$ cat src/rtl/core/wfsp_pkg.sv
package wfsp_pkg;

   localparam int MAX_AREAS = 16;
   localparam int IDX_W     = $clog2(MAX_AREAS);
   localparam int CNT_W     = $clog2(MAX_AREAS + 1);

   localparam int MODE_W    = 2;
   localparam int DIRS_W    = 10;
   localparam int FREE_W    = 40;
   localparam int FRAC_W    = 32;
   localparam int RAND_W    = 31;
   localparam int STATUS_W  = 2;
   localparam int SLD_W     = 10;
   localparam int SPAN_W    = SLD_W + DIRS_W;
   localparam int TOTAL_W   = FREE_W + IDX_W;

   localparam int CSR_ADDR_W  = 4;
   localparam int CSR_DATA_W  = 64;
   localparam int CSR_SEL_BIT = 3;

   localparam logic [FREE_W-1:0] THRESHOLD_RESET = FREE_W'(500);
   localparam logic [SLD_W-1:0]  SLD_RESET       = '0;

   typedef enum logic [MODE_W-1:0] {
      MODE_CLEAR  = 2'd0,
      MODE_APPEND = 2'd1,
      MODE_PICK   = 2'd2
   } mode_type;

   typedef enum logic [STATUS_W-1:0] {
      ST_OK      = 2'd0,
      ST_EMPTY   = 2'd1,
      ST_NOSPACE = 2'd2,
      ST_BADSLD  = 2'd3
   } status_type;

   typedef enum logic {
      REG_THRESHOLD = 1'b0,
      REG_SLD       = 1'b1
   } reg_sel_type;

   typedef struct packed {
      logic              clear;
      logic              append;
      logic [DIRS_W-1:0] dirs;
      logic [FREE_W-1:0] free_megs;
   } tbl_cmd_type;

   typedef struct packed {
      logic [FREE_W-1:0] weight;
      logic [DIRS_W-1:0] dirs;
   } tbl_rd_type;

endpackage

$ cat src/rtl/core/wfsp_if.sv
interface wfsp_req_if import wfsp_pkg::*; ();
   logic                valid;
   logic                ready;
   logic [MODE_W-1:0]   mode;
   logic [DIRS_W-1:0]   dir_count;
   logic [FREE_W-1:0]   free_megs;
   logic [FRAC_W-1:0]   rand_fraction;
   logic [RAND_W-1:0]   rand_value;

   modport source (output valid, mode, dir_count, free_megs, rand_fraction, rand_value,
                   input ready);
   modport sink   (input valid, mode, dir_count, free_megs, rand_fraction, rand_value,
                   output ready);
endinterface

interface wfsp_rsp_if import wfsp_pkg::*; ();
   logic                valid;
   logic                ready;
   logic [STATUS_W-1:0] status;
   logic [IDX_W-1:0]    entry_index;
   logic [DIRS_W-1:0]   high_dir;
   logic [SLD_W-1:0]    second_dir;

   modport source (output valid, status, entry_index, high_dir, second_dir, input ready);
   modport sink   (input valid, status, entry_index, high_dir, second_dir, output ready);
endinterface

$ cat src/rtl/core/weighted_free_space_picker_unit.sv
// clear and append: the unit stays idle, the next request is taken in the following cycle
// pick: a sum pass over the areas, a bit-serial multiply for the wheel point (32 steps),
// a scan to the chosen area and two 31-step serial divisions for the directory
// one pick at a time; a new request is taken while a result waits in the output register
// synchronous active-high reset empties the table, sets threshold 500 and
// second-level max 0
module weighted_free_space_picker_unit import wfsp_pkg::*; (
   input  logic                  clock,
   input  logic                  reset,
   wfsp_req_if.sink              req_chan,
   wfsp_rsp_if.source            rsp_chan,
   input  logic                  csr_psel,
   input  logic                  csr_penable,
   input  logic                  csr_pwrite,
   input  logic [CSR_ADDR_W-1:0] csr_paddr,
   input  logic [CSR_DATA_W-1:0] csr_pwdata,
   output logic [CSR_DATA_W-1:0] csr_prdata,
   output logic                  csr_pready
);

   typedef enum logic [7:0] {
      S_IDLE = 8'b0000_0001,
      S_SUM  = 8'b0000_0010,
      S_MULT = 8'b0000_0100,
      S_SCAN = 8'b0000_1000,
      S_SPAN = 8'b0001_0000,
      S_DIV1 = 8'b0010_0000,
      S_DIV2 = 8'b0100_0000,
      S_DONE = 8'b1000_0000
   } state_type;

   state_type          state_ff, state_in;
   logic [FREE_W-1:0]  thresh_ff, thresh_in;
   logic [SLD_W-1:0]   sld_ff, sld_in;
   logic [IDX_W-1:0]   idx_ff, idx_in;
   logic [TOTAL_W-1:0] total_ff, total_in;
   logic [TOTAL_W-1:0] run_ff, run_in;
   logic [FRAC_W-1:0]  frac_ff, frac_in;
   logic [RAND_W-1:0]  rnd_ff, rnd_in;
   status_type         status_ff, status_in;

   logic               rsp_valid_ff, rsp_valid_in;
   status_type         rsp_status_ff, rsp_status_in;
   logic [IDX_W-1:0]   rsp_idx_ff, rsp_idx_in;
   logic [DIRS_W-1:0]  rsp_high_ff, rsp_high_in;
   logic [SLD_W-1:0]   rsp_second_ff, rsp_second_in;

   logic               csr_wr;
   reg_sel_type        csr_sel;
   logic               req_ready;
   logic               req_accept;
   tbl_cmd_type        tbl_cmd;
   tbl_rd_type         tbl_rd;
   logic [CNT_W-1:0]   tbl_count;
   logic               last_entry;
   logic [TOTAL_W-1:0] sum_total;
   logic [TOTAL_W-1:0] sum_run;
   logic               hit;
   logic [SPAN_W-1:0]  span;

   logic               mul_start, mul_done;
   logic [TOTAL_W-1:0] point;
   logic               div_start, div_done;
   logic [RAND_W-1:0]  div_dividend, div_quo;
   logic [SPAN_W-1:0]  div_divisor, div_rem;

   // configuration port
   assign csr_pready = 1'b1;
   assign csr_wr     = csr_psel && csr_penable && csr_pwrite && csr_pready;
   assign csr_sel    = reg_sel_type'(csr_paddr[CSR_SEL_BIT]);

   always_comb begin
      thresh_in = thresh_ff;
      sld_in    = sld_ff;
      if (csr_wr) begin
         case (csr_sel)
            REG_THRESHOLD: thresh_in = csr_pwdata[FREE_W-1:0];
            REG_SLD:       sld_in    = csr_pwdata[SLD_W-1:0];
            default:       thresh_in = thresh_ff;
         endcase
      end
   end

   always_comb begin
      case (csr_sel)
         REG_THRESHOLD: csr_prdata = CSR_DATA_W'(thresh_ff);
         REG_SLD:       csr_prdata = CSR_DATA_W'(sld_ff);
         default:       csr_prdata = '0;
      endcase
   end

   // request side
   assign req_ready      = (state_ff == S_IDLE);
   assign req_chan.ready = req_ready;
   assign req_accept     = req_chan.valid && req_ready;

   assign tbl_cmd.clear     = req_accept && (req_chan.mode == MODE_CLEAR);
   assign tbl_cmd.append    = req_accept && (req_chan.mode == MODE_APPEND);
   assign tbl_cmd.dirs      = req_chan.dir_count;
   assign tbl_cmd.free_megs = req_chan.free_megs;

   wfsp_area_table u_table (
      .clock     (clock),
      .reset     (reset),
      .cmd       (tbl_cmd),
      .threshold (thresh_ff),
      .rd_idx    (idx_ff),
      .rd        (tbl_rd),
      .count     (tbl_count)
   );

   wfsp_serial_mult u_mult (
      .clock (clock),
      .reset (reset),
      .start (mul_start),
      .total (total_in),
      .frac  (frac_ff),
      .point (point),
      .done  (mul_done)
   );

   wfsp_serial_div u_div (
      .clock     (clock),
      .reset     (reset),
      .start     (div_start),
      .dividend  (div_dividend),
      .divisor   (div_divisor),
      .quotient  (div_quo),
      .remainder (div_rem),
      .done      (div_done)
   );

   assign last_entry = ((CNT_W'(idx_ff) + CNT_W'(1)) == tbl_count);
   assign sum_total  = total_ff + TOTAL_W'(tbl_rd.weight);
   assign sum_run    = run_ff + TOTAL_W'(tbl_rd.weight);
   assign hit        = (sum_run > point);
   assign span       = SPAN_W'(sld_ff) * SPAN_W'(tbl_rd.dirs);

   // first division gives rand mod span, second splits it by second-level max
   assign div_dividend = (state_ff == S_SPAN) ? rnd_ff : RAND_W'(div_rem);
   assign div_divisor  = (state_ff == S_SPAN) ? span : SPAN_W'(sld_ff);

   always_comb begin
      state_in      = state_ff;
      idx_in        = idx_ff;
      total_in      = total_ff;
      run_in        = run_ff;
      frac_in       = frac_ff;
      rnd_in        = rnd_ff;
      status_in     = status_ff;
      mul_start     = 1'b0;
      div_start     = 1'b0;
      rsp_valid_in  = rsp_valid_ff && !rsp_chan.ready;
      rsp_status_in = rsp_status_ff;
      rsp_idx_in    = rsp_idx_ff;
      rsp_high_in   = rsp_high_ff;
      rsp_second_in = rsp_second_ff;
      case (state_ff)
         S_IDLE: begin
            if (req_accept && req_chan.mode == MODE_PICK) begin
               frac_in  = req_chan.rand_fraction;
               rnd_in   = req_chan.rand_value;
               idx_in   = '0;
               total_in = '0;
               if (tbl_count == '0) begin
                  status_in = ST_EMPTY;
                  state_in  = S_DONE;
               end else begin
                  state_in = S_SUM;
               end
            end
         end
         S_SUM: begin
            total_in = sum_total;
            idx_in   = idx_ff + IDX_W'(1);
            if (last_entry) begin
               idx_in = '0;
               run_in = '0;
               if (sum_total == '0) begin
                  status_in = ST_NOSPACE;
                  state_in  = S_DONE;
               end else if (sld_ff == '0) begin
                  status_in = ST_BADSLD;
                  state_in  = S_DONE;
               end else begin
                  mul_start = 1'b1;
                  state_in  = S_MULT;
               end
            end
         end
         S_MULT: begin
            if (mul_done) begin
               state_in = S_SCAN;
            end
         end
         S_SCAN: begin
            run_in = sum_run;
            if (hit || last_entry) begin
               state_in = S_SPAN;
            end else begin
               idx_in = idx_ff + IDX_W'(1);
            end
         end
         S_SPAN: begin
            div_start = 1'b1;
            state_in  = S_DIV1;
         end
         S_DIV1: begin
            if (div_done) begin
               div_start = 1'b1;
               state_in  = S_DIV2;
            end
         end
         S_DIV2: begin
            if (div_done) begin
               status_in = ST_OK;
               state_in  = S_DONE;
            end
         end
         S_DONE: begin
            if (!rsp_valid_ff || rsp_chan.ready) begin
               rsp_valid_in  = 1'b1;
               rsp_status_in = status_ff;
               rsp_idx_in    = '0;
               rsp_high_in   = '0;
               rsp_second_in = '0;
               if (status_ff == ST_OK) begin
                  rsp_idx_in    = idx_ff;
                  rsp_high_in   = div_quo[DIRS_W-1:0];
                  rsp_second_in = div_rem[SLD_W-1:0];
               end
               state_in = S_IDLE;
            end
         end
         default: begin
            state_in = S_IDLE;
         end
      endcase
   end

   always_ff @(posedge clock) begin
      if (reset) begin
         state_ff     <= S_IDLE;
         rsp_valid_ff <= 1'b0;
         thresh_ff    <= THRESHOLD_RESET;
         sld_ff       <= SLD_RESET;
      end else begin
         state_ff     <= state_in;
         rsp_valid_ff <= rsp_valid_in;
         thresh_ff    <= thresh_in;
         sld_ff       <= sld_in;
      end
   end

   always_ff @(posedge clock) begin
      idx_ff        <= idx_in;
      total_ff      <= total_in;
      run_ff        <= run_in;
      frac_ff       <= frac_in;
      rnd_ff        <= rnd_in;
      status_ff     <= status_in;
      rsp_status_ff <= rsp_status_in;
      rsp_idx_ff    <= rsp_idx_in;
      rsp_high_ff   <= rsp_high_in;
      rsp_second_ff <= rsp_second_in;
   end

   assign rsp_chan.valid       = rsp_valid_ff;
   assign rsp_chan.status      = rsp_status_ff;
   assign rsp_chan.entry_index = rsp_idx_ff;
   assign rsp_chan.high_dir    = rsp_high_ff;
   assign rsp_chan.second_dir  = rsp_second_ff;

`ifndef ASSERT_OFF
   // the wheel point lies below the total, so the scan must land by the last entry
   a_scan_lands: assert property (@(posedge clock) disable iff (reset)
      (state_ff == S_SCAN && last_entry) |-> hit)
      else $error("scan reached last entry without passing the point");

   // a pick always leaves idle, other requests never do
   a_pick_leaves_idle: assert property (@(posedge clock) disable iff (reset)
      req_accept |=> ((state_ff != S_IDLE) == ($past(req_chan.mode) == MODE_PICK)))
      else $error("state after request does not match its mode");

   a_table_bound: assert property (@(posedge clock) disable iff (reset)
      tbl_count <= CNT_W'(MAX_AREAS))
      else $error("area count above table depth");

   a_second_in_range: assert property (@(posedge clock) disable iff (reset)
      (rsp_valid_ff && rsp_status_ff == ST_OK) |-> (rsp_second_ff < sld_ff))
      else $error("second-level directory out of range");
`endif

endmodule

$ cat src/rtl/core/wfsp_area_table.sv
module wfsp_area_table import wfsp_pkg::*; (
   input  logic              clock,
   input  logic              reset,
   input  tbl_cmd_type       cmd,
   input  logic [FREE_W-1:0] threshold,
   input  logic [IDX_W-1:0]  rd_idx,
   output tbl_rd_type        rd,
   output logic [CNT_W-1:0]  count
);

   logic [DIRS_W-1:0] dirs_ff [MAX_AREAS];
   logic [FREE_W-1:0] free_ff [MAX_AREAS];
   logic [CNT_W-1:0]  count_ff;
   logic [CNT_W-1:0]  count_in;
   logic              room;

   assign room = (count_ff < CNT_W'(MAX_AREAS));

   always_comb begin
      count_in = count_ff;
      if (cmd.clear) begin
         count_in = '0;
      end else if (cmd.append && room) begin
         count_in = count_ff + CNT_W'(1);
      end
   end

   always_ff @(posedge clock) begin
      if (reset) begin
         count_ff <= '0;
      end else begin
         count_ff <= count_in;
      end
   end

   always_ff @(posedge clock) begin
      if (cmd.append && !cmd.clear && room) begin
         dirs_ff[count_ff[IDX_W-1:0]] <= cmd.dirs;
         free_ff[count_ff[IDX_W-1:0]] <= cmd.free_megs;
      end
   end

   // areas under the threshold or without directories weigh nothing
   always_comb begin
      rd.dirs   = dirs_ff[rd_idx];
      rd.weight = '0;
      if (free_ff[rd_idx] >= threshold && dirs_ff[rd_idx] != '0) begin
         rd.weight = free_ff[rd_idx];
      end
   end

   assign count = count_ff;

endmodule

$ cat src/rtl/core/wfsp_serial_mult.sv
module wfsp_serial_mult import wfsp_pkg::*; (
   input  logic               clock,
   input  logic               reset,
   input  logic               start,
   input  logic [TOTAL_W-1:0] total,
   input  logic [FRAC_W-1:0]  frac,
   output logic [TOTAL_W-1:0] point,
   output logic               done
);

   localparam int STEP_W = $clog2(FRAC_W);
   localparam logic [STEP_W-1:0] LAST_STEP = STEP_W'(FRAC_W - 1);

   logic [TOTAL_W-1:0] acc_ff,   acc_in;
   logic [TOTAL_W-1:0] mcand_ff, mcand_in;
   logic [FRAC_W-1:0]  frac_ff,  frac_in;
   logic [STEP_W-1:0]  step_ff,  step_in;
   logic               busy_ff,  busy_in;
   logic               done_ff,  done_in;
   logic [TOTAL_W:0]   sum;

   // lsb first: add the multiplicand, drop the bit that falls below 2^-32
   assign sum = {1'b0, acc_ff} + (frac_ff[0] ? {1'b0, mcand_ff} : '0);

   always_comb begin
      acc_in   = acc_ff;
      mcand_in = mcand_ff;
      frac_in  = frac_ff;
      step_in  = step_ff;
      busy_in  = busy_ff;
      done_in  = 1'b0;
      if (start) begin
         acc_in   = '0;
         mcand_in = total;
         frac_in  = frac;
         step_in  = '0;
         busy_in  = 1'b1;
      end else if (busy_ff) begin
         acc_in  = sum[TOTAL_W:1];
         frac_in = frac_ff >> 1;
         step_in = step_ff + STEP_W'(1);
         if (step_ff == LAST_STEP) begin
            busy_in = 1'b0;
            done_in = 1'b1;
         end
      end
   end

   always_ff @(posedge clock) begin
      if (reset) begin
         busy_ff <= 1'b0;
         done_ff <= 1'b0;
      end else begin
         busy_ff <= busy_in;
         done_ff <= done_in;
      end
   end

   always_ff @(posedge clock) begin
      acc_ff   <= acc_in;
      mcand_ff <= mcand_in;
      frac_ff  <= frac_in;
      step_ff  <= step_in;
   end

   assign point = acc_ff;
   assign done  = done_ff;

endmodule

$ cat src/rtl/core/wfsp_serial_div.sv
module wfsp_serial_div import wfsp_pkg::*; (
   input  logic              clock,
   input  logic              reset,
   input  logic              start,
   input  logic [RAND_W-1:0] dividend,
   input  logic [SPAN_W-1:0] divisor,
   output logic [RAND_W-1:0] quotient,
   output logic [SPAN_W-1:0] remainder,
   output logic              done
);

   localparam int STEP_W = $clog2(RAND_W);
   localparam logic [STEP_W-1:0] LAST_STEP = STEP_W'(RAND_W - 1);

   logic [RAND_W-1:0] quo_ff,  quo_in;
   logic [SPAN_W-1:0] rem_ff,  rem_in;
   logic [SPAN_W-1:0] den_ff,  den_in;
   logic [STEP_W-1:0] step_ff, step_in;
   logic              busy_ff, busy_in;
   logic              done_ff, done_in;
   logic [SPAN_W:0]   trial;
   logic              fits;

   // restoring division, one quotient bit per cycle
   assign trial = {rem_ff, quo_ff[RAND_W-1]};
   assign fits  = (trial >= {1'b0, den_ff});

   always_comb begin
      quo_in  = quo_ff;
      rem_in  = rem_ff;
      den_in  = den_ff;
      step_in = step_ff;
      busy_in = busy_ff;
      done_in = 1'b0;
      if (start) begin
         quo_in  = dividend;
         rem_in  = '0;
         den_in  = divisor;
         step_in = '0;
         busy_in = 1'b1;
      end else if (busy_ff) begin
         quo_in  = {quo_ff[RAND_W-2:0], fits};
         rem_in  = fits ? SPAN_W'(trial - {1'b0, den_ff}) : trial[SPAN_W-1:0];
         step_in = step_ff + STEP_W'(1);
         if (step_ff == LAST_STEP) begin
            busy_in = 1'b0;
            done_in = 1'b1;
         end
      end
   end

   always_ff @(posedge clock) begin
      if (reset) begin
         busy_ff <= 1'b0;
         done_ff <= 1'b0;
      end else begin
         busy_ff <= busy_in;
         done_ff <= done_in;
      end
   end

   always_ff @(posedge clock) begin
      quo_ff  <= quo_in;
      rem_ff  <= rem_in;
      den_ff  <= den_in;
      step_ff <= step_in;
   end

   assign quotient  = quo_ff;
   assign remainder = rem_ff;
   assign done      = done_ff;

endmodule

$ cat src/flat_wrapper.sv
// flat-port wrapper written by rule: the top's interface ports become plain ports
module weighted_free_space_picker_unit_flat import wfsp_pkg::*;
  (clock, reset, csr_psel, csr_penable, csr_pwrite, csr_paddr, csr_pwdata, csr_prdata, csr_pready, req_chan_valid, req_chan_mode, req_chan_dir_count, req_chan_free_megs, req_chan_rand_fraction, req_chan_rand_value, req_chan_ready, rsp_chan_valid, rsp_chan_status, rsp_chan_entry_index, rsp_chan_high_dir, rsp_chan_second_dir, rsp_chan_ready);
  wfsp_req_if req_chan_i ();
  wfsp_rsp_if rsp_chan_i ();
  input  logic clock;
  input  logic reset;
  input  logic csr_psel;
  input  logic csr_penable;
  input  logic csr_pwrite;
  input  logic [CSR_ADDR_W-1:0] csr_paddr;
  input  logic [CSR_DATA_W-1:0] csr_pwdata;
  output logic [CSR_DATA_W-1:0] csr_prdata;
  output logic csr_pready;
  input wire logic [$bits(req_chan_i.valid)-1:0] req_chan_valid;
  input wire logic [$bits(req_chan_i.mode)-1:0] req_chan_mode;
  input wire logic [$bits(req_chan_i.dir_count)-1:0] req_chan_dir_count;
  input wire logic [$bits(req_chan_i.free_megs)-1:0] req_chan_free_megs;
  input wire logic [$bits(req_chan_i.rand_fraction)-1:0] req_chan_rand_fraction;
  input wire logic [$bits(req_chan_i.rand_value)-1:0] req_chan_rand_value;
  output wire logic [$bits(req_chan_i.ready)-1:0] req_chan_ready;
  output wire logic [$bits(rsp_chan_i.valid)-1:0] rsp_chan_valid;
  output wire logic [$bits(rsp_chan_i.status)-1:0] rsp_chan_status;
  output wire logic [$bits(rsp_chan_i.entry_index)-1:0] rsp_chan_entry_index;
  output wire logic [$bits(rsp_chan_i.high_dir)-1:0] rsp_chan_high_dir;
  output wire logic [$bits(rsp_chan_i.second_dir)-1:0] rsp_chan_second_dir;
  input wire logic [$bits(rsp_chan_i.ready)-1:0] rsp_chan_ready;
  assign req_chan_i.valid = req_chan_valid;
  assign req_chan_i.mode = req_chan_mode;
  assign req_chan_i.dir_count = req_chan_dir_count;
  assign req_chan_i.free_megs = req_chan_free_megs;
  assign req_chan_i.rand_fraction = req_chan_rand_fraction;
  assign req_chan_i.rand_value = req_chan_rand_value;
  assign req_chan_ready = req_chan_i.ready;
  assign rsp_chan_valid = rsp_chan_i.valid;
  assign rsp_chan_status = rsp_chan_i.status;
  assign rsp_chan_entry_index = rsp_chan_i.entry_index;
  assign rsp_chan_high_dir = rsp_chan_i.high_dir;
  assign rsp_chan_second_dir = rsp_chan_i.second_dir;
  assign rsp_chan_i.ready = rsp_chan_ready;
  weighted_free_space_picker_unit u_core (.clock(clock), .reset(reset), .req_chan(req_chan_i), .rsp_chan(rsp_chan_i), .csr_psel(csr_psel), .csr_penable(csr_penable), .csr_pwrite(csr_pwrite), .csr_paddr(csr_paddr), .csr_pwdata(csr_pwdata), .csr_prdata(csr_prdata), .csr_pready(csr_pready));
endmodule
$ cat config.mk
export PLATFORM = sky130hd
export DESIGN_NAME = weighted_free_space_picker_unit_flat
export DESIGN_NICKNAME = d
export VERILOG_FILES = /design/src/rtl/core/wfsp_pkg.sv /design/src/rtl/core/wfsp_if.sv /design/src/rtl/core/weighted_free_space_picker_unit.sv /design/src/rtl/core/wfsp_area_table.sv /design/src/rtl/core/wfsp_serial_mult.sv /design/src/rtl/core/wfsp_serial_div.sv /design/src/flat_wrapper.sv
export SDC_FILE = /design/constraint.sdc
export NUM_CORES = 2
export LEC_CHECK = 0
export BUFFER_PORTS_ARGS = -buffer_cell sky130_fd_sc_hd__buf_2
export CAP_MARGIN = 20
export CORE_MARGIN = 2
export CORE_UTILIZATION = 45
export DETAILED_ROUTE_END_ITERATION = 16
export GPL_TIMING_DRIVEN = 1
export PLACE_DENSITY = 0.63
export SLEW_MARGIN = 25
export SYNTH_ARGS = -nofsm -noshare
export SYNTH_HDL_FRONTEND = slang
export SYNTH_SLANG_ARGS = --single-unit
$ cat constraint.sdc
create_clock -name clock -period 10.29 [get_ports clock]
set_clock_uncertainty 0.05 [all_clocks]
set_input_delay 0.5145 -clock clock [delete_from_list [all_inputs] [get_ports clock]]
set_output_delay 0.5145 -clock clock [all_outputs]
set_load 0.01 [all_outputs]
==> results.md <==
* Status: finished clean
* Max rail drop VDD at 0.0001371 V
* Commonest cells in the netlist: 1,066 x edfxtp_1, 352 x nand2_1, 287 x ha_1
* Setup TNS at 0 ns
* Vias/cell at 5.629
* Largest area contributor in the netlist: edfxtp_1
* Max Freq at 100.9 MHz
* Residual DRC at 0
* H-tree Lvls at 4
* Setup Viol. Count Final at 0
* Critical path type: flop to flop
* Area of the multi-input gates at 23,610 µm²
* Ys async rst share at 0
* Final ANT Viol Nets at 0
* Gr usage total at 0.2289
* Core Region at 135,000 µm²
* Synth Warn # at 0
* Later-pin clock latency in the skew report at 0.80 ns
* Io pins at 283
* Root Buffer: clkbuf_16
* Slowest stage delay, CP at 0.55 ns
* Synth Register Bits at 1,256
* Setup crit end kind: flop
* Initial core utilization at 0.4517
* Most common cell on crit path: a21o_1
* Fin. Hold Viols at 0
* Reg area at 35,830 µm²
* Final worst slack at 0.3794 ns
* Routability cong. at 0.8997
* Tmin final at 9.911 ns
* WL final at 159,000 µm
* CTS tree: yes
* Hold WC Path Type: input pin to flop
* Number of detailed-route iterations in the first pass at 6
* Largest net degree at the start of global routing at 78
* Vias in the first global route at 37,890
* Post-synthesis sequential area ratio at 0.5875
* First-pass GRT wire length at 235,600 µm
* Synth top area share at 0.5251
* Die W at 372.1 µm
* CTS clk-pin slew, worst paths at 0.07 ns
* Filler instances at 11,070
* Top cells by area, synth: edfxtp_1 53%, mux4_2 8.9%, dfxtp_1 6.2%, ha_1 5.9%, nand2_1 2.2%
* Routed len/inst at 23.18 µm
* Crit-path max FO at 16
* Via count at 38,610
* Hold Slack at 0.04924 ns
* Layout net count at 5,502
* Unique masters post-synth at 90
* Area of the die at 138,400 µm²
* Layout cell share with drive strength beyond 1 at 0.2007
* CP arrival at 10.55 ns
* Relative slew slack at 0.2639
* Synth Flop Type: edfxtp_1
* Clock Sinks at 1,256
* Gate Count Post-Synth at 4,441
* Fin crit share at 0.9631
* Count leader, synth: edfxtp_1
* Post-synth EDFFs at 1,066
* Power density over cell area at 187.4 nW/µm²
* Worst-Margin Slew at 1.104 ns
* Grt ovf at 0
* Final Power at 0.01339 W
* Post-synthesis cell area at 60,960 µm²
* Leakage power at 27.05 nW
* Synth-to-Final Area Change at 17.20%
* Hpwl dp at 104,900 µm
* CP max stage cell: mux4_2
* WP data required at 10.93 ns
* Row cnt at 135
* Initial antenna violation count at 31
* Port Buffers at 230
* Fin util at 0.5294
* Worst setup SP type: flop
* Max cap viols at 0
* Slew Limit Fails at 0
* Post-place setup slack at -0.1450 ns
* CTS Buf Count at 136
* Initial DRC count at 3,335
* Syn Area/Cell at 13.73 µm²
* Chip Height at 372.1 µm
* Clock tree buffer depth at 3
## cell usage in the layout, fill, tap and decap left out, drive strengths merged, types with 13 or more instances in the layout
master / count
clkbuf: 175
and3: 26
a31oi: 23
mux2i: 77
nand4: 41
nor3: 44
dfxtp: 190
a22o: 13
o21ai: 152
o21a: 17
xnor2: 99
nand2: 352
nand2b: 23
fa: 64
a211oi: 20
edfxtp: 1066
a21boi: 16
and4b: 23
o211ai: 23
ha: 287
bufinv: 13
mux2: 39
conb: 25
clkinv: 55
mux4: 240
or3: 17
nor2b: 41
inv: 258
o22ai: 22
dlygate4sd3: 106
xor2: 50
a22oi: 16
and2: 149
nand3: 47
a21o: 107
buf: 454
o21bai: 30
a21oi: 254
nor2: 259
## cell type report
| cell class | instances | share of cell area |
|---|---|---|
| sequential | 1256 | 0.5015 |
| multi-input combinational | 2749 | 0.3305 |
| timing repair buffer | 561 | 0.05854 |
| clock buffer | 174 | 0.05222 |
| tap | 1781 | 0.03119 |
| inverter | 257 | 0.01350 |
| clock inverter | 75 | 0.01235 |
| antenna | 6 | 0.0002101 |
## stage by stage
| step | std cells | cell area [µm²] |
|---|---|---|
| after CTS | 6831 | 71120 |
| after detailed placement | 6476 | 65420 |
| after floorplan | 4464 | 61060 |
| final | 6859 | 71450 |
| after global routing | 6855 | 71440 |
| after global placement | 6475 | 65380 |
## final timing paths
check                   startpoint                            to  slack, ns  cells after the start
max                           flop            u_core.state_ff[1]       0.38                     43
min          req_chan_free_megs[5]  u_core.u_table.free_ff[1][5]       0.05                      1
max reg2reg                   flop            u_core.state_ff[1]       0.38                     43
min reg2reg   u_core.thresh_ff[31]          u_core.thresh_ff[31]       0.40                      2
## sequential cells by signal (all words and copies together) (netlist names), 31 cells and up, named ones only
| name | cells |
|---|---|
| u_core.u_table.free_ff | 640 |
| u_core.u_table.dirs_ff | 160 |
| u_core.run_ff | 44 |
| u_core.total_ff | 44 |
| u_core.u_mult.mcand_ff | 44 |
| u_core.u_mult.point | 44 |
| u_core.thresh_ff | 40 |
| u_core.frac_ff | 32 |
| u_core.u_mult.frac_ff | 32 |
| u_core.rnd_ff | 31 |
| u_core.u_div.quotient | 31 |
## repair_timing
action                                 4_1_cts  5_1_grt
setup endpoints to repair                   11       18
setup buffers                                0       18
gates resized for setup                      3       21
hold buffers                               106        0
endpoints found under the hold margin      143        0
pin swaps                                    1        5
cloned                                       0        2
## per-layer routing
layer,vias to the layer above,GRT usage,share of wire
met1,19260,0.3165,0.43
met4,28,0.06762,0.025
met3,261,0.05847,0.085
met2,1308,0.3570,0.46
met5,-,0,0.0011
li1,17760,-,-
## report_power, final
group | internal [W] | leakage, nW | total [W] | switching [W]
logic | 0.00114 | 13.6 | 0.00269 | 0.00155
clock network | 0.00292 | 2.24 | 0.00499 | 0.00207
registers | 0.00562 | 11.2 | 0.00571 | 0.0000842
total | 0.00968 | 27.1 | 0.0134 | 0.00370
## critical path, delay by kind of cell (launching register included)
kind / cells / cell delay (ns)
multiplexers: 2 / 1.05
XOR/XNOR: 1 / 0.10
AND/OR/NAND/NOR: 7 / 1.12
AO/OA/AOI/OAI: 24 / 5.01
buffers and inverters: 6 / 1.01
flip-flops: 1 / 0.49
adder cells (fa/ha/maj): 3 / 0.96
## logic make-up (layout without fill, tap and decap cells)
logic type / Yosys count / count (layout) / share of synthesized area
buf+inv: 460 / 1067 / 0.03120
mux: 356 / 356 / 0.1104
compound gates: 787 / 788 / 0.08259
flops: 1256 / 1256 / 0.5875
fa+ha+maj: 351 / 351 / 0.07992
xor+xnor: 149 / 149 / 0.02141
simple gates: 1080 / 1080 / 0.08686
other cells: 2 / 31 / 0.0001232
(Power assumes the default switching activity.)
